$ cat config.mk
export PLATFORM = sky130hd
export DESIGN_NAME = tcgr_fifo
export DESIGN_NICKNAME = d
export VERILOG_FILES = /design/src/design/tcgr_pkg.sv /design/src/design/tcgr_fifo.sv
export SDC_FILE = /design/constraint.sdc
export NUM_CORES = 1
export LEC_CHECK = 0
export ABC_AREA = 1
export BUFFER_PORTS_ARGS = -buffer_cell sky130_fd_sc_hd__buf_2
export CELL_PAD_IN_SITES_DETAIL_PLACEMENT = 2
export CELL_PAD_IN_SITES_GLOBAL_PLACEMENT = 2
export CORE_ASPECT_RATIO = 1.1
export CORE_MARGIN = 2
export CORE_UTILIZATION = 36
export CTS_CLUSTER_SIZE = 30
export DETAILED_ROUTE_END_ITERATION = 12
export PLACE_DENSITY_LB_ADDON = 0.1
export SETUP_SLACK_MARGIN = 0.15
export SLEW_MARGIN = 40
export SYNTH_ARGS = -nofsm -noshare
export SYNTH_HDL_FRONTEND = slang
export SYNTH_SLANG_ARGS = --single-unit
export TNS_END_PERCENT = 100
$ cat constraint.sdc
create_clock -name clk -period 3 [get_ports clk]
set_input_delay 0.3 -clock clk [delete_from_list [all_inputs] [get_ports clk]]
set_output_delay 0.3 -clock clk [all_outputs]
set_load 0.005 [all_outputs]
$ cat src/design/tcgr_pkg.sv
package tcgr_pkg;

  // Input modes.
  localparam logic [1:0] MODE_LOAD  = 2'd0;
  localparam logic [1:0] MODE_PRINT = 2'd1;
  localparam logic [1:0] MODE_CLEAR = 2'd2;

  // Result kinds.
  localparam logic [1:0] KIND_ROW    = 2'd0;
  localparam logic [1:0] KIND_SCROLL = 2'd1;
  localparam logic [1:0] KIND_CLEAR  = 2'd2;

  // Operations queued between front and back.
  localparam logic [1:0] OP_LOAD   = 2'd0;
  localparam logic [1:0] OP_GLYPH  = 2'd1;
  localparam logic [1:0] OP_SCROLL = 2'd2;
  localparam logic [1:0] OP_CLEAR  = 2'd3;

  // Configuration register indexes.
  localparam logic [1:0] REG_FG_COLOR     = 2'd0;
  localparam logic [1:0] REG_BG_COLOR     = 2'd1;
  localparam logic [1:0] REG_TEXT_COLUMNS = 2'd2;
  localparam logic [1:0] REG_TEXT_ROWS    = 2'd3;

  localparam logic [7:0] CH_NEWLINE = 8'd10;
  localparam logic [7:0] CH_TAB     = 8'd9;
  // Tab stops every 4 columns, so the remainder is the low two bits.
  localparam int TAB_BITS = 2;

  localparam int FONT_DEPTH = 4096;
  localparam int FONT_AW    = 12;
  localparam int PIX_W      = 11;

  localparam logic [31:0] FG_RESET   = 32'd11184810;
  localparam logic [31:0] BG_RESET   = 32'd0;
  localparam logic [7:0]  COLS_RESET = 8'd80;
  localparam logic [6:0]  ROWS_RESET = 7'd25;

  // One queued operation. For a font load, addr/data are the write; for a
  // glyph, addr is the first font row address and px/py the cell origin.
  typedef struct packed {
    logic [1:0]         op;
    logic [FONT_AW-1:0] addr;
    logic [7:0]         data;
    logic [PIX_W-1:0]   px;
    logic [PIX_W-1:0]   py;
    logic               scroll;
  } cmd_t;

endpackage

$ cat src/design/tcgr_fifo.sv
module tcgr_fifo #(
  parameter int DEPTH = 4
) (
  input  logic          clk,
  input  logic          rst_n,
  input  logic          push,
  input  tcgr_pkg::cmd_t push_data,
  output logic          full,
  input  logic          pop,
  output tcgr_pkg::cmd_t pop_data,
  output logic          empty
);

  localparam int AW = (DEPTH > 1) ? $clog2(DEPTH) : 1;
  localparam int CW = $clog2(DEPTH + 1);

  tcgr_pkg::cmd_t  slot_r [DEPTH];
  logic [AW-1:0]   wr_ptr_r, wr_ptr_nxt;
  logic [AW-1:0]   rd_ptr_r, rd_ptr_nxt;
  logic [CW-1:0]   count_r, count_nxt;
  logic            do_push, do_pop;

  assign full     = (count_r == CW'(DEPTH));
  assign empty    = (count_r == '0);
  assign do_push  = push && !full;
  assign do_pop   = pop && !empty;
  assign pop_data = slot_r[rd_ptr_r];

  always_comb begin
    wr_ptr_nxt = wr_ptr_r;
    rd_ptr_nxt = rd_ptr_r;
    count_nxt  = count_r;
    if (do_push) begin
      wr_ptr_nxt = (wr_ptr_r == AW'(DEPTH - 1)) ? '0 : wr_ptr_r + AW'(1);
    end
    if (do_pop) begin
      rd_ptr_nxt = (rd_ptr_r == AW'(DEPTH - 1)) ? '0 : rd_ptr_r + AW'(1);
    end
    if (do_push && !do_pop) begin
      count_nxt = count_r + CW'(1);
    end else if (do_pop && !do_push) begin
      count_nxt = count_r - CW'(1);
    end
  end

  always_ff @(posedge clk) begin
    if (!rst_n) begin
      wr_ptr_r <= '0;
      rd_ptr_r <= '0;
      count_r  <= '0;
    end else begin
      wr_ptr_r <= wr_ptr_nxt;
      rd_ptr_r <= rd_ptr_nxt;
      count_r  <= count_nxt;
    end
  end

  always_ff @(posedge clk) begin
    if (do_push) begin
      slot_r[wr_ptr_r] <= push_data;
    end
  end

endmodule

* After elaboration in Yosys (flattened, before gate mapping) *
Memories as Yosys holds them, arrays and structs flattened. A register that Yosys moved wholly into a read port is not among the register bits.
Cells that the tools add are included.

operators by class
  add/sub/neg operators = 4
  eq/ne operators = 3
  div/mod/pow operators = 0
  $mul = 0
  mux-type cells = 8
  $lt $le $gt $ge = 0
  bitwise operators = 0
  reductions and logical operators = 10
  shift operators = 0

operators with widths
  kind                                              number
  2-to-1 mux 2 bit                                  4
  2-to-1 mux 3 bit                                  2
  adder 2 x 1 -> 2 bit, second input constant       2
  == test 2 bit, second input constant              2
  logical AND 1 bit                                 4
  logical NOT 1 bit                                 4
  adder 3 x 1 -> 3 bit, second input constant       1
  == test 3 bit, second input constant              1
  logical NOT 3 bit                                 1
  subtractor 3 x 1 -> 3 bit, second input constant  1
  2-to-1 mux 1 bit                                  2
  nonzero test 2 bit                                1

storage, ports and cells
  output and inout bits = 47
  bits in read-only memories = 0
  input port bits = 49
  bits in latches = 0
  word-level logic and storage cells = 29
  memory bits (writable) = 180
  memories = 1
  register bits = 7

memory list
  memory  depth  bits a word  rd ports  clocked after Yosys merged registers in  wr ports  RTL line         text
  slot_r  4      45           1         1                                        1         tcgr_fifo.sv:17  tcgr_pkg::cmd_t slot_r [DEPTH];

* Depth between registers and ports, before layout *
  depth after elaboration = 7
  gate-level depth with buffers = 13
  gate-level depth less buffers = 13

* Worst setup path after synthesis *
No wires, ideal clock.

  path type = reg2reg
  start = register count_r[1]
  end = memory slot_r[0][0] (netlist name), enable pin
  cell stages (with the launch flop) = 5
  path buffers = 0
  required time = 2.552 ns
  period minus slack after synthesis = 2.984 ns
  arrival = 2.537 ns
  library setup time = 0.448 ns
  path slack = 0.016 ns
  cell sequence = dfxtp_1 > nor2_1 > nand2_1 > nand2_2 > nor2_1

on the way
  cells in the longest elaborated chain, start to end = 5

ends and longest elaborated chain
  element                                 RTL line         text
  start: declaration                      tcgr_fifo.sv:20  logic [CW-1:0] count_r, count_nxt;
  start signal: assignment                tcgr_fifo.sv:54  count_r <= count_nxt;
  == test 3 bit                           tcgr_fifo.sv:23  assign full = (count_r == CW'(DEPTH));
  logical NOT 1 bit                       tcgr_fifo.sv:25  assign do_push = push && !full;
  logical AND 1 bit                       tcgr_fifo.sv:25
  2-to-1 mux 1 bit                        tcgr_fifo.sv:59  if (do_push) begin
  2-to-1 mux 1 bit (not written as such)  tcgr_fifo.sv:60  slot_r[wr_ptr_r] <= push_data;
  end: declaration                        tcgr_fifo.sv:17

Every way passes these cells.

==> impl_metrics.env <==
export IMPL_ctsHtreeMaxLevel=4
export IMPL_insertion_delay_ps=420
export IMPL_die_x_um=140
export IMPL_wire_per_inst_um=20.4
export IMPL_fin_crit_ps=2330
export IMPL_path_buf_inv=2
export IMPL_initial_core_util=0.368
export IMPL_peakVddDrop_mv=0.459
export IMPL_holdCritPathClass="in -> reg"
export IMPL_r2r_start="count_r[1]"
export IMPL_maxSlewHeadroom=0.529
export IMPL_yosys_area_top_type="edfxtp_1"
export IMPL_end_kind="output port"
export IMPL_synth_seq_area_share=0.765
export IMPL_finalPower_mw=7.51
export IMPL_worstPathRequired_ps=2700
export IMPL_numCtsBuffers=17
export IMPL_grt_pass1_wl_um=27700
export IMPL_grtUsageTotal=0.169
export IMPL_routabilityCongestion=0.729
export IMPL_fmax_ghz=0.430
export IMPL_grt_overflow=0
export IMPL_dp_slack_ps=927
export IMPL_start_kind="flip-flop"
export IMPL_cts_resized=0
export IMPL_areaGrowthSynthToFinish_pct=16.6
export IMPL_min_delay_start="push_data[30]"
export IMPL_cts_post_setup_buffers_inserted=0
export IMPL_cts_tree="yes"
export IMPL_ys_ff_latch=189
export IMPL_slowest_stage="dfxtp_4"
export IMPL_finalInstanceArea_um2=8520
export IMPL_port_buffer_count=95
export IMPL_grt_max_degree=91
export IMPL_pin_count=96
export IMPL_num_nets_final=658
export IMPL_setup_slack_ps=673
export IMPL_synthTopCellsByArea="edfxtp_1, nor2_1, o21ai_1"
export IMPL_drt_iter0_markers=171
export IMPL_grt_pass1_vias=4989
export IMPL_multi_input_area_um2=1360
export IMPL_muxShareOfSynthArea=0
export IMPL_yosys_area_top_type_share=0.740
export IMPL_drt_drc_violations_left=0
export IMPL_syn_cell_area_um2=7310
export IMPL_drv_slew=0
export IMPL_min_period_over_period=0.776
export IMPL_layout_drive_gt1_share=0.231
export IMPL_cts_hold_buf=0
export IMPL_dr_pass1_iters=4
export IMPL_cap_violations=0
export IMPL_synth_compound_area_frac=0.103
export IMPL_syn_nets=563
export IMPL_hold_ws_ps=77.3
export IMPL_antenna_found_initial=1
export IMPL_ys_types=22
export IMPL_cp_arrival_ps=2030
export IMPL_fin_skew_ps=13.7
export IMPL_cts_num_sinks=189
export IMPL_hold_viol=0
export IMPL_synth_xor_area_frac=0
export IMPL_postPlaceCellArea_um2=7940
export IMPL_setup_tns_final_ps=0
export IMPL_cp_top_family="flip-flops"
export IMPL_viasPerCell=5.11
export IMPL_critical_path_cell_chain="buf_12 -> o21ai_0 -> o22ai_1 -> buf_2"
export IMPL_status="complete, no violations"
export IMPL_dp_hpwl_um=10300
export IMPL_synth_area_per_cell_um2=14.4
export IMPL_syn_inst=507
export IMPL_synthSimpleGateAreaFrac=0.0656
export IMPL_crit_fanout=48
export IMPL_vias=4443
export IMPL_rows=54
export IMPL_p_leak_nw=3.00
export IMPL_final_antenna_net_count=0
export IMPL_seq_area_um2=5590
export IMPL_tightest_slew_ps=706
export IMPL_routed_wl_um=17700
export IMPL_ys_warn_count=0
export IMPL_die_h_um=153
export IMPL_path_class="reg -> out"
export IMPL_clk_pin_slew_worst_paths_ps=70
export IMPL_cts_root_buf="clkbuf_16"
export IMPL_rsz0062_at_grt="no"
export IMPL_cts_buffer_depth=2
export IMPL_slowest_delay_ps=750
export IMPL_layout_common_cells="edfxtp_1, nor2_1, buf_2"
export IMPL_die_area_um2=21500
export IMPL_power_density_nw_per_um2=881
export IMPL_layout_commonest_cell="edfxtp_1"
export IMPL_final_fill_count=1975
export IMPL_core_um2=19900
export IMPL_synth_fa_ha_area_frac=0.0130
export IMPL_synth_top_family_by_area="compound AO/OA/AOI/OAI gates"
export IMPL_setup_violations_final=0
-- report_power, final --
part	switching (mW)	leakage (nW)	total, mW	internal (mW)
Sequential	0.164	1.72	3.38	3.22
Combinational	1.22	1.01	1.91	0.693
Clock	0.977	0.263	2.21	1.23
Total	2.36	3.00	7.51	5.15
-- worst paths after layout --
check,endpoint,slack [ps],depth (start not counted)
setup / recovery,pop_data[24],670,4
hold / removal,slot_r[1][30],80,1
setup reg to reg,count_r[1],960,9
hold reg to reg,count_r[0],520,2
-- kinds of logic (layout without fill, tap and decap cells) --
family	Yosys count	count (layout)
flip-flops	189	189
AO/OA/AOI/OAI	139	139
AND/OR/NAND/NOR	125	125
buffers and inverters	47	155
adder cells (fa/ha/maj)	7	7
other	0	2
-- cell type report --
type,count,area share
timing repair buffer,104,0.0696
inverter,19,0.00999
antenna,2,0.000587
clock inverter,12,0.0162
multi-input combinational,271,0.159
tap,252,0.0370
sequential,189,0.656
clock buffer,20,0.0513
-- sequential cells by signal (all words and copies together) (netlist names), named ones only --
register,cells
slot_r,180
count_r,3
rd_ptr_r,2
wr_ptr_r,2
-- Yosys cell counts --
cell / n
a21oi_1: 2
buf_12: 5
buf_2: 8
buf_4: 4
buf_6: 7
buf_8: 4
clkinv_2: 1
dfxtp_1: 9
edfxtp_1: 180
fa_1: 1
ha_1: 6
inv_1: 17
inv_12: 1
nand2_1: 14
nand2_2: 1
nand3_1: 1
nand3b_1: 1
nand4_1: 1
nor2_1: 107
o21ai_0: 32
o21ai_1: 60
o22ai_1: 45
-- worst register-to-register path, delay by kind of cell, from the launching register on --
kind	cells	cell delay [ps]
compound gates	1	170
flops	1	340
buf+inv	2	170
fa+ha+maj	2	640
simple gates	4	610
-- routing by layer --
metal,vias up,track usage,part of all wire
li1,2074,-,-
met1,2282,0.207,0.44
met2,75,0.302,0.52
met3,12,0.0404,0.035
met4,0,0.0424,0.0084
met5,-,0,0
-- metrics by stage --
step | std cells | utilization
floorplan | 507 | -
global placement | 835 | 0.400
detailed placement | 835 | 0.400
CTS | 867 | 0.429
global route | 867 | 0.429
finish | 869 | 0.429
No activity file was read; power rests on OpenSTA's default activity.
