File: config.mk
export PLATFORM = sky130hd
export DESIGN_NAME = tcgr_front
export DESIGN_NICKNAME = d
export VERILOG_FILES = /design/src/design/tcgr_pkg.sv /design/src/design/tcgr_front.sv
export SDC_FILE = /design/constraint.sdc
export NUM_CORES = 1
export LEC_CHECK = 0
export BUFFER_PORTS_ARGS = -buffer_cell sky130_fd_sc_hd__buf_4
export CAP_MARGIN = 15
export CORE_UTILIZATION = 30
export DETAILED_ROUTE_END_ITERATION = 12
export SYNTH_ARGS = -nofsm -noshare
export SYNTH_HDL_FRONTEND = slang
export SYNTH_SLANG_ARGS = --single-unit
File: constraint.sdc
create_clock -name clk -period 11.2 [get_ports clk]
set_input_delay 2.24 -clock clk [delete_from_list [all_inputs] [get_ports clk]]
set_output_delay 2.24 -clock clk [all_outputs]
set_load 0.02 [all_outputs]
File: src/design/tcgr_pkg.sv
package tcgr_pkg;

  // Input modes.
  localparam logic [1:0] MODE_LOAD  = 2'd0;
  localparam logic [1:0] MODE_PRINT = 2'd1;
  localparam logic [1:0] MODE_CLEAR = 2'd2;

  // Result kinds.
  localparam logic [1:0] KIND_ROW    = 2'd0;
  localparam logic [1:0] KIND_SCROLL = 2'd1;
  localparam logic [1:0] KIND_CLEAR  = 2'd2;

  // Operations queued between front and back.
  localparam logic [1:0] OP_LOAD   = 2'd0;
  localparam logic [1:0] OP_GLYPH  = 2'd1;
  localparam logic [1:0] OP_SCROLL = 2'd2;
  localparam logic [1:0] OP_CLEAR  = 2'd3;

  // Configuration register indexes.
  localparam logic [1:0] REG_FG_COLOR     = 2'd0;
  localparam logic [1:0] REG_BG_COLOR     = 2'd1;
  localparam logic [1:0] REG_TEXT_COLUMNS = 2'd2;
  localparam logic [1:0] REG_TEXT_ROWS    = 2'd3;

  localparam logic [7:0] CH_NEWLINE = 8'd10;
  localparam logic [7:0] CH_TAB     = 8'd9;
  // Tab stops every 4 columns, so the remainder is the low two bits.
  localparam int TAB_BITS = 2;

  localparam int FONT_DEPTH = 4096;
  localparam int FONT_AW    = 12;
  localparam int PIX_W      = 11;

  localparam logic [31:0] FG_RESET   = 32'd11184810;
  localparam logic [31:0] BG_RESET   = 32'd0;
  localparam logic [7:0]  COLS_RESET = 8'd80;
  localparam logic [6:0]  ROWS_RESET = 7'd25;

  // One queued operation. For a font load, addr/data are the write; for a
  // glyph, addr is the first font row address and px/py the cell origin.
  typedef struct packed {
    logic [1:0]         op;
    logic [FONT_AW-1:0] addr;
    logic [7:0]         data;
    logic [PIX_W-1:0]   px;
    logic [PIX_W-1:0]   py;
    logic               scroll;
  } cmd_t;

endpackage

File: src/design/tcgr_front.sv
module tcgr_front #(
  parameter int FONT_HEIGHT = 16,
  parameter int FONT_WIDTH  = 8,
  parameter int GLYPH_COUNT = 256
) (
  input  logic           clk,
  input  logic           rst_n,
  input  logic           in_valid,
  output logic           in_ready,
  input  logic [1:0]     in_mode,
  input  logic [7:0]     in_char_code,
  input  logic [11:0]    in_font_address,
  input  logic [7:0]     in_font_byte,
  input  logic [7:0]     text_columns,
  input  logic [6:0]     text_rows,
  output logic           push,
  output tcgr_pkg::cmd_t push_data,
  input  logic           full
);

  localparam int TAB_W_LOCAL = tcgr_pkg::TAB_BITS;

  logic [7:0] cur_col_r, cur_col_nxt;
  logic [6:0] cur_row_r, cur_row_nxt;
  logic [7:0] glyph_lut [256];
  logic [7:0] cols, rows;
  logic [8:0] col_w;
  logic [7:0] row_w;
  logic [TAB_W_LOCAL-1:0] tab_add;
  logic       accept, is_glyph, scroll;

  // Character code modulo the glyph count, folded at elaboration.
  for (genvar g = 0; g < 256; g++) begin : g_lut
    assign glyph_lut[g] = 8'(g % GLYPH_COUNT);
  end

  assign in_ready = !full;
  assign accept   = in_valid && in_ready;
  assign cols     = (text_columns == 8'd0) ? 8'd1 : text_columns;
  assign rows     = (text_rows == 7'd0) ? 8'd1 : {1'b0, text_rows};
  assign tab_add  = TAB_W_LOCAL'(0) - cur_col_r[TAB_W_LOCAL-1:0];
  assign is_glyph = (in_char_code != tcgr_pkg::CH_NEWLINE) &&
                    (in_char_code != tcgr_pkg::CH_TAB);

  always_comb begin
    col_w = {1'b0, cur_col_r};
    row_w = {1'b0, cur_row_r};
    if (in_char_code == tcgr_pkg::CH_NEWLINE) begin
      col_w = 9'd0;
      row_w = row_w + 8'd1;
    end else if (in_char_code == tcgr_pkg::CH_TAB) begin
      col_w = col_w + 9'(tab_add);
    end else begin
      col_w = col_w + 9'd1;
    end
    if (col_w >= {1'b0, cols}) begin
      col_w = 9'd0;
      row_w = row_w + 8'd1;
    end
    scroll = (row_w >= rows);
    if (scroll) begin
      row_w = rows - 8'd1;
    end
  end

  always_comb begin
    cur_col_nxt = cur_col_r;
    cur_row_nxt = cur_row_r;
    push        = 1'b0;
    push_data.op     = tcgr_pkg::OP_LOAD;
    push_data.addr   = in_font_address;
    push_data.data   = in_font_byte;
    push_data.px     = 11'({3'd0, cur_col_r} * 11'(FONT_WIDTH));
    push_data.py     = 11'({4'd0, cur_row_r} * 11'(FONT_HEIGHT));
    push_data.scroll = scroll;
    case (in_mode)
      tcgr_pkg::MODE_LOAD: begin
        push = accept;
      end
      tcgr_pkg::MODE_CLEAR: begin
        push         = accept;
        push_data.op = tcgr_pkg::OP_CLEAR;
        if (accept) begin
          cur_col_nxt = 8'd0;
          cur_row_nxt = 7'd0;
        end
      end
      tcgr_pkg::MODE_PRINT: begin
        if (is_glyph) begin
          push           = accept;
          push_data.op   = tcgr_pkg::OP_GLYPH;
          push_data.addr = 12'({4'd0, glyph_lut[in_char_code]} * 12'(FONT_HEIGHT));
        end else begin
          push         = accept && scroll;
          push_data.op = tcgr_pkg::OP_SCROLL;
        end
        if (accept) begin
          cur_col_nxt = col_w[7:0];
          cur_row_nxt = row_w[6:0];
        end
      end
      default: begin
        push = 1'b0;
      end
    endcase
  end

  always_ff @(posedge clk) begin
    if (!rst_n) begin
      cur_col_r <= 8'd0;
      cur_row_r <= 7'd0;
    end else begin
      cur_col_r <= cur_col_nxt;
      cur_row_r <= cur_row_nxt;
    end
  end

endmodule

Word level (Yosys, flattened, before mapping)
Memory sizes are Yosys's and may differ from the RTL's.
Index checks and enable logic that the tools add are counted.
{"block": "word_totals", "regBits": 15, "romBits": 2048, "inputBits": 49, "out_inout_bits": 47, "memories": 1}
{"block": "classes", "addsub": 6, "order_cmp": 3, "n_eq_ne": 8, "mux": 22, "n_bitwise": 1, "n_reduce_logical": 10}
{"name": "(no name shown)", "words": 256, "width": 8, "read_ports": 1, "rd_clocked_by_memory_dff": 0, "write_ports": 0, "line_no": "tcgr_front.sv:92", "source": "push_data.addr = 12'({4'd0, glyph_lut[in_char_code]} * 12'(FONT_HEIGHT));"}
{"cell": "$mux W8", "count": 8}
{"cell": "$mux W7", "count": 4}
{"cell": "$mux W12", "count": 2}
{"cell": "$mux W9", "count": 2}
{"cell": "$eq A8 B4 Y1 const B", "count": 2}
{"cell": "$ne A8 B4 Y1 const B", "count": 2}
{"cell": "$pmux W8 S2", "count": 1}
{"cell": "$pmux W7 S2", "count": 1}
{"cell": "$add A8 B1 Y9 const B", "count": 1}
{"cell": "$add A8 B2 Y9", "count": 1}
{"cell": "$ge A9 B8 Y1", "count": 1}
{"cell": "$ge A9 B9 Y1 const B", "count": 1}
{"cell": "$not A8 Y9", "count": 1}
{"cell": "$add A7 B1 Y8 const B", "count": 1}
{"cell": "$add A8 B1 Y8 const B", "count": 1}
{"cell": "$ge A8 B7 Y1", "count": 1}
{"cell": "$logic_not A8 Y1", "count": 1}
{"cell": "$logic_not A7 Y1", "count": 1}
{"cell": "$sub A7 B1 Y7 const B", "count": 1}
{"cell": "$ne A2 B2 Y1 const B", "count": 2}
{"cell": "$pmux W2 S2", "count": 1}
{"cell": "$logic_and A1 B1 Y1", "count": 3}
{"cell": "$reduce_and A3 Y1", "count": 1}
{"cell": "$eq A2 B1 Y1 const B", "count": 1}
{"cell": "other kinds (9)", "count": 9}

Depth between registers and ports, before layout
Gate-level depths: netlist of run 1.
{"block": "depth", "depth_word": 10, "depth_mapped": 23}

Worst setup path after synthesis of run 1
OpenSTA, ideal clock, no wires.
{"block": "synth_path", "path_type": "in2out", "from": "input in_char_code[7]", "to": "output push", "arrival_time_ps": 7114, "path_slack_ps": 1846, "cell_stages": 23, "path_buffers": 0, "path_cell_list": "nor4b_4 and3_2 mux2_2 ha_1 a41oi_4 nand3b_1 xor2_1 nor2_1 ha_1 a21oi_1 o221ai_1 a21o_1 or2_2 xnor2_1 ha_1 nand2b_1 a21o_1 a211o_1 a21oi_1 o21a_4 clkinv_8 o21ai_0 a21oi_1"}
{"block": "synth_between", "elab_chain_len": 9, "word_cells_on_any_way": 15, "cone_classes": "1 x add/sub; 2 x order compare; 4 x eq/ne; 6 x mux; 2 x reduce/logical"}
{"item": "start: declaration", "line_no": "tcgr_front.sv:11", "source": "input logic [7:0] in_char_code,"}
{"item": "$eq A8 B4 Y1", "line_no": "tcgr_front.sv:51", "source": "end else if (in_char_code == tcgr_pkg::CH_TAB) begin"}
{"item": "$mux W9", "line_no": "tcgr_front.sv:51"}
{"item": "$mux W9", "line_no": "tcgr_front.sv:48", "source": "if (in_char_code == tcgr_pkg::CH_NEWLINE) begin"}
{"item": "$ge A9 B8 Y1", "line_no": "tcgr_front.sv:56", "source": "if (col_w >= {1'b0, cols}) begin"}
{"item": "$mux W8 (*)", "line_no": "tcgr_front.sv:56"}
{"item": "$ge A8 B7 Y1 (*)", "line_no": "tcgr_front.sv:60", "source": "scroll = (row_w >= rows);"}
{"item": "via scroll", "line_no": "tcgr_front.sv:30", "source": "logic accept, is_glyph, scroll;"}
{"item": "$logic_and A1 B1 Y1 (*)", "line_no": "tcgr_front.sv:94", "source": "push = accept && scroll;"}
{"item": "$mux W1 (*)", "line_no": "tcgr_front.sv:89", "source": "if (is_glyph) begin"}
{"item": "$pmux W1 S2 (*)", "line_no": "tcgr_front.sv:76", "source": "case (in_mode)"}
{"item": "end: declaration", "line_no": "tcgr_front.sv:16", "source": "output logic push,"}
The timed path passes the listed nets; every way through them passes the cells marked *.

Final worst setup path of run 1
{"block": "layout_path", "from": "input in_char_code[7]", "to": "output push"}
{"block": "layout_between", "elab_chain_len": 9, "word_cells_on_any_way": 15, "cone_classes": "1 x add/sub; 2 x order compare; 4 x eq/ne; 6 x mux; 2 x reduce/logical"}
{"item": "$eq A8 B4 Y1", "line_no": "tcgr_front.sv:51"}
{"item": "$mux W9", "line_no": "tcgr_front.sv:51"}
{"item": "$mux W9", "line_no": "tcgr_front.sv:48"}
{"item": "$ge A9 B8 Y1", "line_no": "tcgr_front.sv:56"}
{"item": "$mux W8", "line_no": "tcgr_front.sv:56"}
{"item": "$ge A8 B7 Y1", "line_no": "tcgr_front.sv:60"}
{"item": "$logic_and A1 B1 Y1", "line_no": "tcgr_front.sv:94"}
{"item": "$mux W1 (*)", "line_no": "tcgr_front.sv:89"}
{"item": "$pmux W1 S2 (*)", "line_no": "tcgr_front.sv:76"}
Every way passes the cells marked *; elsewhere a longest branch is shown, timed or not.

==> results.md, run 1 <==
- Post-synth top flop: dfxtp_1
- I/O pins: 96
- CTS H-tree depth: 1
- DP HPWL: approximately 5.0 mm
- Critical Path Source Type: input port
- Hold Path Class: reg -> reg
- Crit Path Class: in -> out
- Slowest cell on the critical path: nor4b_4
- Most frequent cells in the layout: buf_4 (72), inv_1 (24), nand2_1 (23), ha_1 (23), nor2_1 (17)
- Ys async rst share: 0
- CP endpoint kind: output port
- Synth cell types: 64
- Clk sinks: 15
- Cells after Synth: about 300
- Syn_area_per_cell: between 7 and 8 µm²
- Worst Max-Slew Pin Slew: 0.7838 ns
- Post-Route Skew: 0.005657 ns
- FILL cells: 780
- Clock Latency Late Sink: about 0.25 ns
- Antenna violations before repair: 0
- # resized after CTS: 0
- IO Port Bufs: around 70
- Die area: roughly 0.008 mm²
- Final worst path period need: ~10 ns
- Core area: between 0.007 and 0.008 mm²
- PD cells: slightly above 50 mW/mm²
- Initial DRC Count: ~80
- Final setup viols: 0
- Post-route ant nets: 0
- Leak Pwr: between 1 and 1.5 nW
- YS warnings: 0
- Hold Slack: approximately 0.56 ns
- CTS tree: yes
- Vias: between 2000 and 2500
- Reg clk slew, reported paths: ~0.06 ns
- Final cycle utilization of the critical path: 0.8958
- Final core utilization: 0.3900
- DR pass1 iterations: 4
- Post-synth EDFFs: 0
- Placer Congestion: ~0.84
- Critical Path AT: 7.79 ns
- Max frequency: 99.67 MHz
- Final wirelength: approximately 6.0 mm
- R2R Setup Slk: 6.12 ns
- Mean routed wirelength per cell: 13.50 µm
- Final hold vios: 0
- Total grt overflow: 0
- Clock Path Buffers: 2
- Post-Place Cells: between 400 and 500
- Global-route wire length before repair: 9.729 mm
- Number of max-cap violations: 0
- Worst path max stage delay: about 0.45 ns
- RSZ-0062 raised after global routing: false
- Fin cells: around 450
- Layout cells sized above 1: 0.3006
- FF+latch area: between 300 and 400 µm²
- Area leader, netlist: dfxtp_1
- Largest net degree at the start of global routing: 18
- CP Data Required Time: ~9 ns
- Post-synthesis sequential area ratio: 0.1316
- Avg Vias per Cell: 5.016
- Nets@finish: 419
- Starting density of the core: 0.3130
- Width of the die: roughly 90 µm
- Critical path fanouts, max: 8
- Post-CTS setup buffer count: 0
- Commonest non-fill, non-tap cell in the layout: buf_4
- Number of synthesized register bits: 15
- ANT cells: 0
- Die Span Y: between 80 and 90 µm
- Critical path's top delay family: compound AO/OA/AOI/OAI gates
- Final Slew Violations: 0
- CTS buffer count: 3
- Overall Global Routing Usage: 0.1549
- Status: finished, final reports clean
- Total negative setup slack: 0 ns
- Total chip power: approximately 0.15 mW
- Synth Cell Area: approximately 0.0023 mm²
- Max-slew headroom: 0.4709
- Cts hold-fix bufs: 0
- CP bufs+invs: 3
- Peak supply drop: between 30 and 40 µV
- Root Driver: clkbuf_8
- Area contributors post-synth: dfxtp_1 (13%), ha_1 (13%), buf_4 (5.3%)
- Area Growth Syn to Fin: 24.62%
- Vias in the first global route: 2021
- Area of the multi-input gates: 0.001728 mm²
- Share of the synthesized area in the top cell type: 0.1316
- # rows: 31
- DR DRC count: 0
==> synthesized netlist by cell type (all sizes together) (2+ instances only) <==
library cell and instances:
nor4 4, a22oi 4, and3 5, nor3 7, or2 2, nand4 3
a21oi 7, nand3 8, a32o 3, inv 24, and2 7, nor2 17
buf 22, mux2i 5, ha 23, and4b 2, xor2 9, nand2 24
nand2b 2, dfxtp 15, nor4b 2, mux2 10, a211oi 3, a21o 5
o221ai 2, o21ai 16, xnor2 11, a31o 2, a21boi 4, nor2b 8
or3 6, o311ai 2, a31oi 3, clkbuf 6, o211ai 3
==> sequential cells by signal, indices dropped and copies added (netlist names) <==
signal     cells
cur_col_r      8
cur_row_r      7
==> final timing paths <==
path / cells after the start / end / from
worst max-delay path: 25 / push / in_char_code[7]
worst min-delay path: 1 / cur_col_r[7] / cur_col_r[7]
worst max register to register: 21 / cur_row_r[6] / cur_col_r[0]
worst min register to register: 1 / cur_col_r[7] / cur_col_r[7]
==> area by class of cell <==
| class | instances | share of cell area |
|---|---|---|
| repair buffers | 72 | 0.1901 |
| clock buffers | 4 | 0.01584 |
| well taps | 99 | 0.04355 |
| flip-flops and latches | 15 | 0.1056 |
| multi-input cells | 230 | 0.6076 |
| inverters | 25 | 0.03740 |
==> routing by layer <==
metal	up-vias	wire length, µm	GRT usage
li1	1130	-	-
met1	1026	2670	0.2023
met2	70	2885	0.2665
met3	6	390	0.02862
met4	0	61	0.03030
met5	-	0	0
==> logic make-up (layout without fill, tap and decap cells) <==
kind of cell / count (synthesis) / in the layout / share of synthesized area
compound gates: 64 / 64 / 0.2144
fa+ha+maj: 24 / 24 / 0.1305
simple gates: 100 / 100 / 0.2527
flops: 15 / 15 / 0.1316
mux: 15 / 15 / 0.07127
xor+xnor: 20 / 20 / 0.07676
other cells: 1 / 7 / 0.001643
buf+inv: 53 / 101 / 0.1212
==> per-stage QoR <==
| stage | instance area, µm² | setup WS (ns) |
|---|---|---|
| floorplan | 2305 | 1.846 |
| global placement | 2799 | 1.357 |
| detailed placement | 2799 | 1.182 |
| CTS | 2844 | 1.167 |
| global route | 2844 | 0.8631 |
| finish | 2844 | 1.167 |
==> report_power, final <==
| group | switching (mW) | internal [mW] |
|---|---|---|
| sequential | 0.000344 | 0.0535 |
| clock | 0.0195 | 0.0252 |
| combinational | 0.0251 | 0.0236 |
==> worst register-to-register path, cell delays in order, from the launching register on <==
cell and delay [ns]:
dfxtp_1 0.38, mux2_2 0.30, ha_1 0.23, a41oi_4 0.31, nand3b_1 0.17, xor2_1 0.14
nor2_1 0.07, ha_1 0.32, a21oi_1 0.16, o221ai_1 0.14, a21o_1 0.29, or2_2 0.37
xnor2_1 0.24, ha_1 0.26, nand2b_1 0.14, a21o_1 0.18, a211o_1 0.28, a21oi_1 0.27
o21a_4 0.25, clkinv_8 0.08, a32o_1 0.21, a31o_1 0.18
Note: power is estimated with default switching activity, not from simulation.
==> run 2, diff against run 1 <==
--- a/config.mk
+++ b/config.mk
@@ -11,2 +11,3 @@
 export DETAILED_ROUTE_END_ITERATION = 12
+export PLACE_DENSITY = 0.65
 export SYNTH_ARGS = -nofsm -noshare
==> constraint.sdc (replaced) <==
create_clock -name clk -period 11.2 [get_ports clk]
set_input_delay 0.56 -clock clk [delete_from_list [all_inputs] [get_ports clk]]
set_output_delay 0.56 -clock clk [all_outputs]
set_load 0.02 [all_outputs]
==> results.md, run 2 (synthesis results as in run 1) <==
- Avg Vias per Cell: 5.052 (+0.72%)
- Vias: 2248 (+0.72%)
- Initial DRC Count: 98 (+24%)
- Mean routed wirelength per cell: 13.83 µm (+2.5%)
- Max frequency: 149.7 MHz (+50%)
- Max reg flops: 8 (unchanged)
- Final hold vios: 0 (unchanged)
- Commonest non-fill, non-tap cell in the layout: buf_4
- Final setup viols: 0 (unchanged)
- Reg clk slew, reported paths: 0.07 ns (about the same)
- Vias in the first global route: 2079 (+2.9%)
- # rows: 31 (unchanged)
- Area of the multi-input gates: 0.001728 mm² (unchanged)
- Clock Latency Late Sink: 0.25 ns (about the same)
- # resized after CTS: 0 (unchanged)
- Nets@finish: 419 (unchanged)
- Crit Path Class: in -> out
- Final worst path period need: 6.679 ns (-3.354 ns)
- Post-Route Skew: 0.005503 ns (-0.0001540 ns)
- Critical Path AT: 6.12 ns (-1.67 ns)
- Clock Path Buffers: 2 (unchanged)
- Most frequent cells in the layout: buf_4 (72), inv_1 (24), nand2_1 (23), ha_1 (23), nor2_1 (17)
- Total grt overflow: 0 (unchanged)
- Layout cells sized above 1: 0.3006 (unchanged)
- CTS buffer count: 3 (unchanged)
- Worst Max-Slew Pin Slew: 0.7316 ns (-0.05216 ns)
- Post-CTS setup buffer count: 0 (unchanged)
- Number of max-cap violations: 0 (unchanged)
- Critical Path Source Type: input port
- Root Driver: clkbuf_8
- Hold Slack: 0.5607 ns (-0.002206 ns)
- FF+latch area: 300.3 µm² (unchanged)
- IO Port Bufs: 72 (unchanged)
- Total negative setup slack: 0 ns (unchanged)
- R2R Setup Slk: 6.12 ns (about the same)
- Core area: 0.007292 mm² (unchanged)
- Status: finished, final reports clean
- Cts hold-fix bufs: 0 (unchanged)
- Clk sinks: 15 (unchanged)
- Width of the die: 89.22 µm (unchanged)
- ANT cells: 0 (unchanged)
- I/O pins: 96 (unchanged)
- CP endpoint kind: output port
- Largest net degree at the start of global routing: 18 (unchanged)
- Final wirelength: 6.155 mm (+2.5%)
- Starting density of the core: 0.3130 (unchanged)
- Critical path fanouts, max: 8 (unchanged)
- Post-route ant nets: 0 (unchanged)
- CTS H-tree depth: 1 (unchanged)
- Biggest register: cur_col_r
- Hold path depth: 1 (unchanged)
- Placer Congestion: 0.8182 (-2.9%)
- Worst Setup EP: push
- Max-slew headroom: 0.5061 (+0.03521)
- CP startpoint: in_char_code[7]
- RR Endpoint: cur_row_r[6]
- CP Data Required Time: 10.64 ns (+1.68 ns)
- Peak supply drop: 31.88 µV (-3.5%)
- Largest regs: cur_col_r (8), cur_row_r (7)
- Die Span Y: 89.22 µm (unchanged)
- PD cells: 52.57 mW/mm² (+1.5%)
- DP HPWL: 5.074 mm (+0.89%)
- Die area: 0.007960 mm² (unchanged)
- CTS tree: yes
- FILL cells: 785 (+0.64%)
- Final cycle utilization of the critical path: 0.5964 (-0.2994)
- Antenna violations before repair: 0 (unchanged)
- Global-route wire length before repair: 9.887 mm (+1.6%)
- DR DRC count: 0 (unchanged)
- Overall Global Routing Usage: 0.1588 (+0.003980)
- RSZ-0062 raised after global routing: false
- Final Slew Violations: 0 (unchanged)
- Worst path max stage delay: 0.46 ns (about the same)
- Leak Pwr: 1.331 nW (unchanged)
- Area Growth Syn to Fin: 24.62% (unchanged)
- Slowest cell on the critical path: nor4b_4
- FF-to-FF Start: cur_col_r[0]
- Hold Path Class: reg -> reg
- Worst Reg-to-Reg Cells: 21 (unchanged)
- DR pass1 iterations: 4 (unchanged)
## run 2: metal layers
metal  wire [µm]  part of all wire  global-route usage
met1        2751              0.45              0.1967
met3         282             0.046             0.03139
met4          35            0.0057             0.03030
met2        3086              0.50              0.2859
met5           0                 0                   0
## run 2: how the worst min path moves through the flow
stage | start | endpoint | slack, ns
after global routing | cur_row_r[4] | cur_row_r[4] | 0.59
after global placement | cur_col_r[7] | cur_col_r[7] | 0.56
after floorplan | cur_row_r[4] | cur_row_r[4] | 0.59
after CTS | cur_col_r[7] | cur_col_r[7] | 0.56
after detailed placement | cur_col_r[7] | cur_col_r[7] | 0.55
final | cur_col_r[7] | cur_col_r[7] | 0.56
## run 2: through the flow
stage / total power, mW / setup WS (ns) / instances / util / instance area, µm²
2_1_floorplan: 0.08690 / 5.206 / 298 / - / 2305
3_3_place_gp: 0.1034 / 4.721 / 441 / 0.3838 / 2799
3_5_place_dp: 0.1041 / 4.549 / 441 / 0.3838 / 2799
4_1_cts: 0.1512 / 4.538 / 445 / 0.3900 / 2844
5_1_grt: 0.1569 / 4.228 / 445 / 0.3900 / 2844
6_report: 0.1495 / 4.521 / 445 / 0.3900 / 2844
## run 2: worst max-delay path, delay by kind of cell
family,cells,cell delay [ns]
buffers and inverters,3,0.36
xor gates and xnor gates,2,0.39
AOI/OAI and AO/OA,10,2.11
and+or+nand+nor,6,1.54
muxes,1,0.35
adders and majority gates,3,0.81
## run 2: cell type report
| type | count | area share |
|---|---|---|
| flip-flops and latches | 15 | 0.1056 |
| well taps | 99 | 0.04355 |
| multi-input cells | 230 | 0.6076 |
| repair buffers | 72 | 0.1901 |
| clock buffers | 4 | 0.01584 |
| inverters | 25 | 0.03740 |
## run 2: power by group
| part | switching [mW] | internal [mW] |
|---|---|---|
| logic | 0.0252 | 0.0237 |
| clock network | 0.0216 | 0.0253 |
| registers | 0.000318 | 0.0535 |
==> run 3, diff against run 2 <==
- PLACE_DENSITY: 0.65 -> 0.67
- clock period: 11.2 -> 5.7 ns (I/O delays scaled with it)
==> results.md, run 3 (synthesis results as in run 1) <==
- Largest net degree at the start of global routing: 18 (unchanged)
- Die Span Y: 89.22 µm (unchanged)
- Final setup viols: 0 (unchanged)
- Global-route wire length before repair: 10.24 mm (+3.6%)
- Final wirelength: 6.393 mm (+3.9%)
- Overall Global Routing Usage: 0.1630 (+0.004152)
- Final Slew Violations: 0 (unchanged)
- Total negative setup slack: 0 ns (unchanged)
- Layout cells sized above 1: 0.3268 (+0.02618)
- Clk sinks: 15 (unchanged)
- Number of max-cap violations: 0 (unchanged)
- Width of the die: 89.22 µm (unchanged)
- Area Growth Syn to Fin: 29.00%
- Final hold vios: 0 (unchanged)
- Final core utilization: 0.4037 (+0.01373)
- CP Cell Sequence: buf_4, nor4b_4, and3_4, mux2_2, ha_1, a41oi_4, nand3b_1, xor2_1, nor2_1, ha_1, a21oi_1, o221ai_2, a21o_1, or2_2, mux2_2, ha_1, a21o_1, a211o_1, a21oi_2, o21a_4, clkinv_8, o21ai_0, a21oi_1, buf_4
- Hold Path Class: in -> reg
- Clock Path Buffers: 2 (unchanged)
- Initial DRC Count: 105 (+7.1%)
- CTS buffer count: 3 (unchanged)
- Die area: 0.007960 mm² (unchanged)
- Starting density of the core: 0.3130 (unchanged)
- Max frequency: 182.5 MHz
- Cts hold-fix bufs: 0 (unchanged)
- Post-Route Skew: 0.004571 ns (-0.0009314 ns)
- Worst path max stage delay: 0.35 ns (-0.11 ns)
- Status: finished, final reports clean
- Largest regs: cur_col_r (8), cur_row_r (7)
- Slowest cell on the critical path: or2_2
- Avg Vias per Cell: 5.057 (+0.11%)
- Root Driver: clkbuf_8
- # rows: 31 (unchanged)
- CP Data Required Time: 5.41 ns (-5.23 ns)
- Final worst path period need: about 5.5 ns
- CTS H-tree depth: 1 (unchanged)
- Core area: 0.007292 mm² (unchanged)
- Critical Path AT: 5.20 ns (-0.92 ns)
- Biggest register: cur_col_r
- Reg clk slew, reported paths: 0.06 ns (about the same)
- Crit Path Class: in -> out
- Leak Pwr: 1.392 nW (+4.6%)
- DR pass1 iterations: 4 (unchanged)
- I/O pins: 96 (unchanged)
- Vias in the first global route: 2188 (+5.2%)
- Critical path's top delay family: compound AO/OA/AOI/OAI gates
- DR DRC count: 0 (unchanged)
- Total grt overflow: 0 (unchanged)
- Worst Max-Slew Pin Slew: 0.5616 ns (-0.1700 ns)
- Final cycle utilization of the critical path: 0.9615
- Mean routed wirelength per cell: 14.08 µm (+1.8%)
- IO Port Bufs: 72 (unchanged)
- Antenna violations before repair: 0 (unchanged)
- Critical path fanouts, max: 7 (-1)
- Placer Congestion: 0.8233 (+0.62%)
- Vias: 2296 (+2.1%)
- CP dominant cell by count: ha_1
- Clock Latency Late Sink: 0.25 ns (about the same)
- Max reg flops: 8 (unchanged)
- CP bufs+invs: 3 (unchanged)
- Post-route ant nets: 0 (unchanged)
- R2R Setup Slk: 0.99 ns (-5.13 ns)
- Most frequent cells in the layout: buf_4 (81), inv_1 (24), nand2_1 (23), ha_1 (23), nor2_1 (17)
- Critical Path Source Type: input port
- ANT cells: 0 (unchanged)
- PD cells: 99.71 mW/mm² (+90%)
- CTS tree: yes
- CP endpoint kind: output port
- Nets@finish: 428 (+2.1%)
- Peak supply drop: 68.19 µV (+110%)
- DP HPWL: 5.096 mm (+0.43%)
- Max-slew headroom: 0.6231 (+0.1170)
- Commonest non-fill, non-tap cell in the layout: buf_4
[run 3: final timing paths]
kind | depth (start not counted) | endpoint | from
setup / recovery | 24 | push | in_char_code[7]
hold / removal | 2 | cur_col_r[1] | rst_n
setup reg to reg | 20 | cur_row_r[5] | cur_col_r[0]
hold reg to reg | 1 | cur_col_r[7] | cur_col_r[7]
[run 3: area by class of cell]
| cell class | count | area (µm²) |
|---|---|---|
| fillers | 773 | 4348 |
| multi-input cells | 230 | 1760 |
| repair buffers | 81 | 608.1 |
| flip-flops and latches | 15 | 300.3 |
| well taps | 99 | 123.9 |
| inverters | 25 | 106.4 |
| clock buffers | 4 | 45.04 |
[run 3: power breakdown]
group	internal (mW)	switching (mW)	leakage (nW)	total [mW]
Sequential	0.105	0.000715	0.121	0.106
Clock	0.0496	0.0397	0.0228	0.0893
Combinational	0.0479	0.0505	1.25	0.0985
[run 3: stage by stage]
stage	cell area (µm²)	worst slack, ns	instances	hold WS [ns]	power [mW]
2_1_floorplan	2305	0.2561	298	0.5621	0.1708
3_3_place_gp	2851	0.1932	448	0.5701	0.2037
3_5_place_dp	2851	0.01837	448	0.5456	0.2060
4_1_cts	2900	0.09214	452	0.3470	0.2961
5_1_grt	2944	-0.06550	454	0.3664	0.3088
6_report	2944	0.2197	454	0.3553	0.2936
[run 3: repair_timing]
action	4_1_cts	5_1_grt
pin swaps	0	2
gates resized for setup	1	5
endpoints found under the setup margin	1	1
gates cloned	0	0
buffers inserted	0	2
[run 3: per-layer routing]
layer  global-route usage  part of all wire  vias to the layer above
met3              0.03232             0.044                        6
li1                     -                 -                     1145
met2               0.2998              0.50                       55
met4              0.02742            0.0081                        0
met1               0.1980              0.44                     1090
met5                    0                 0                        -
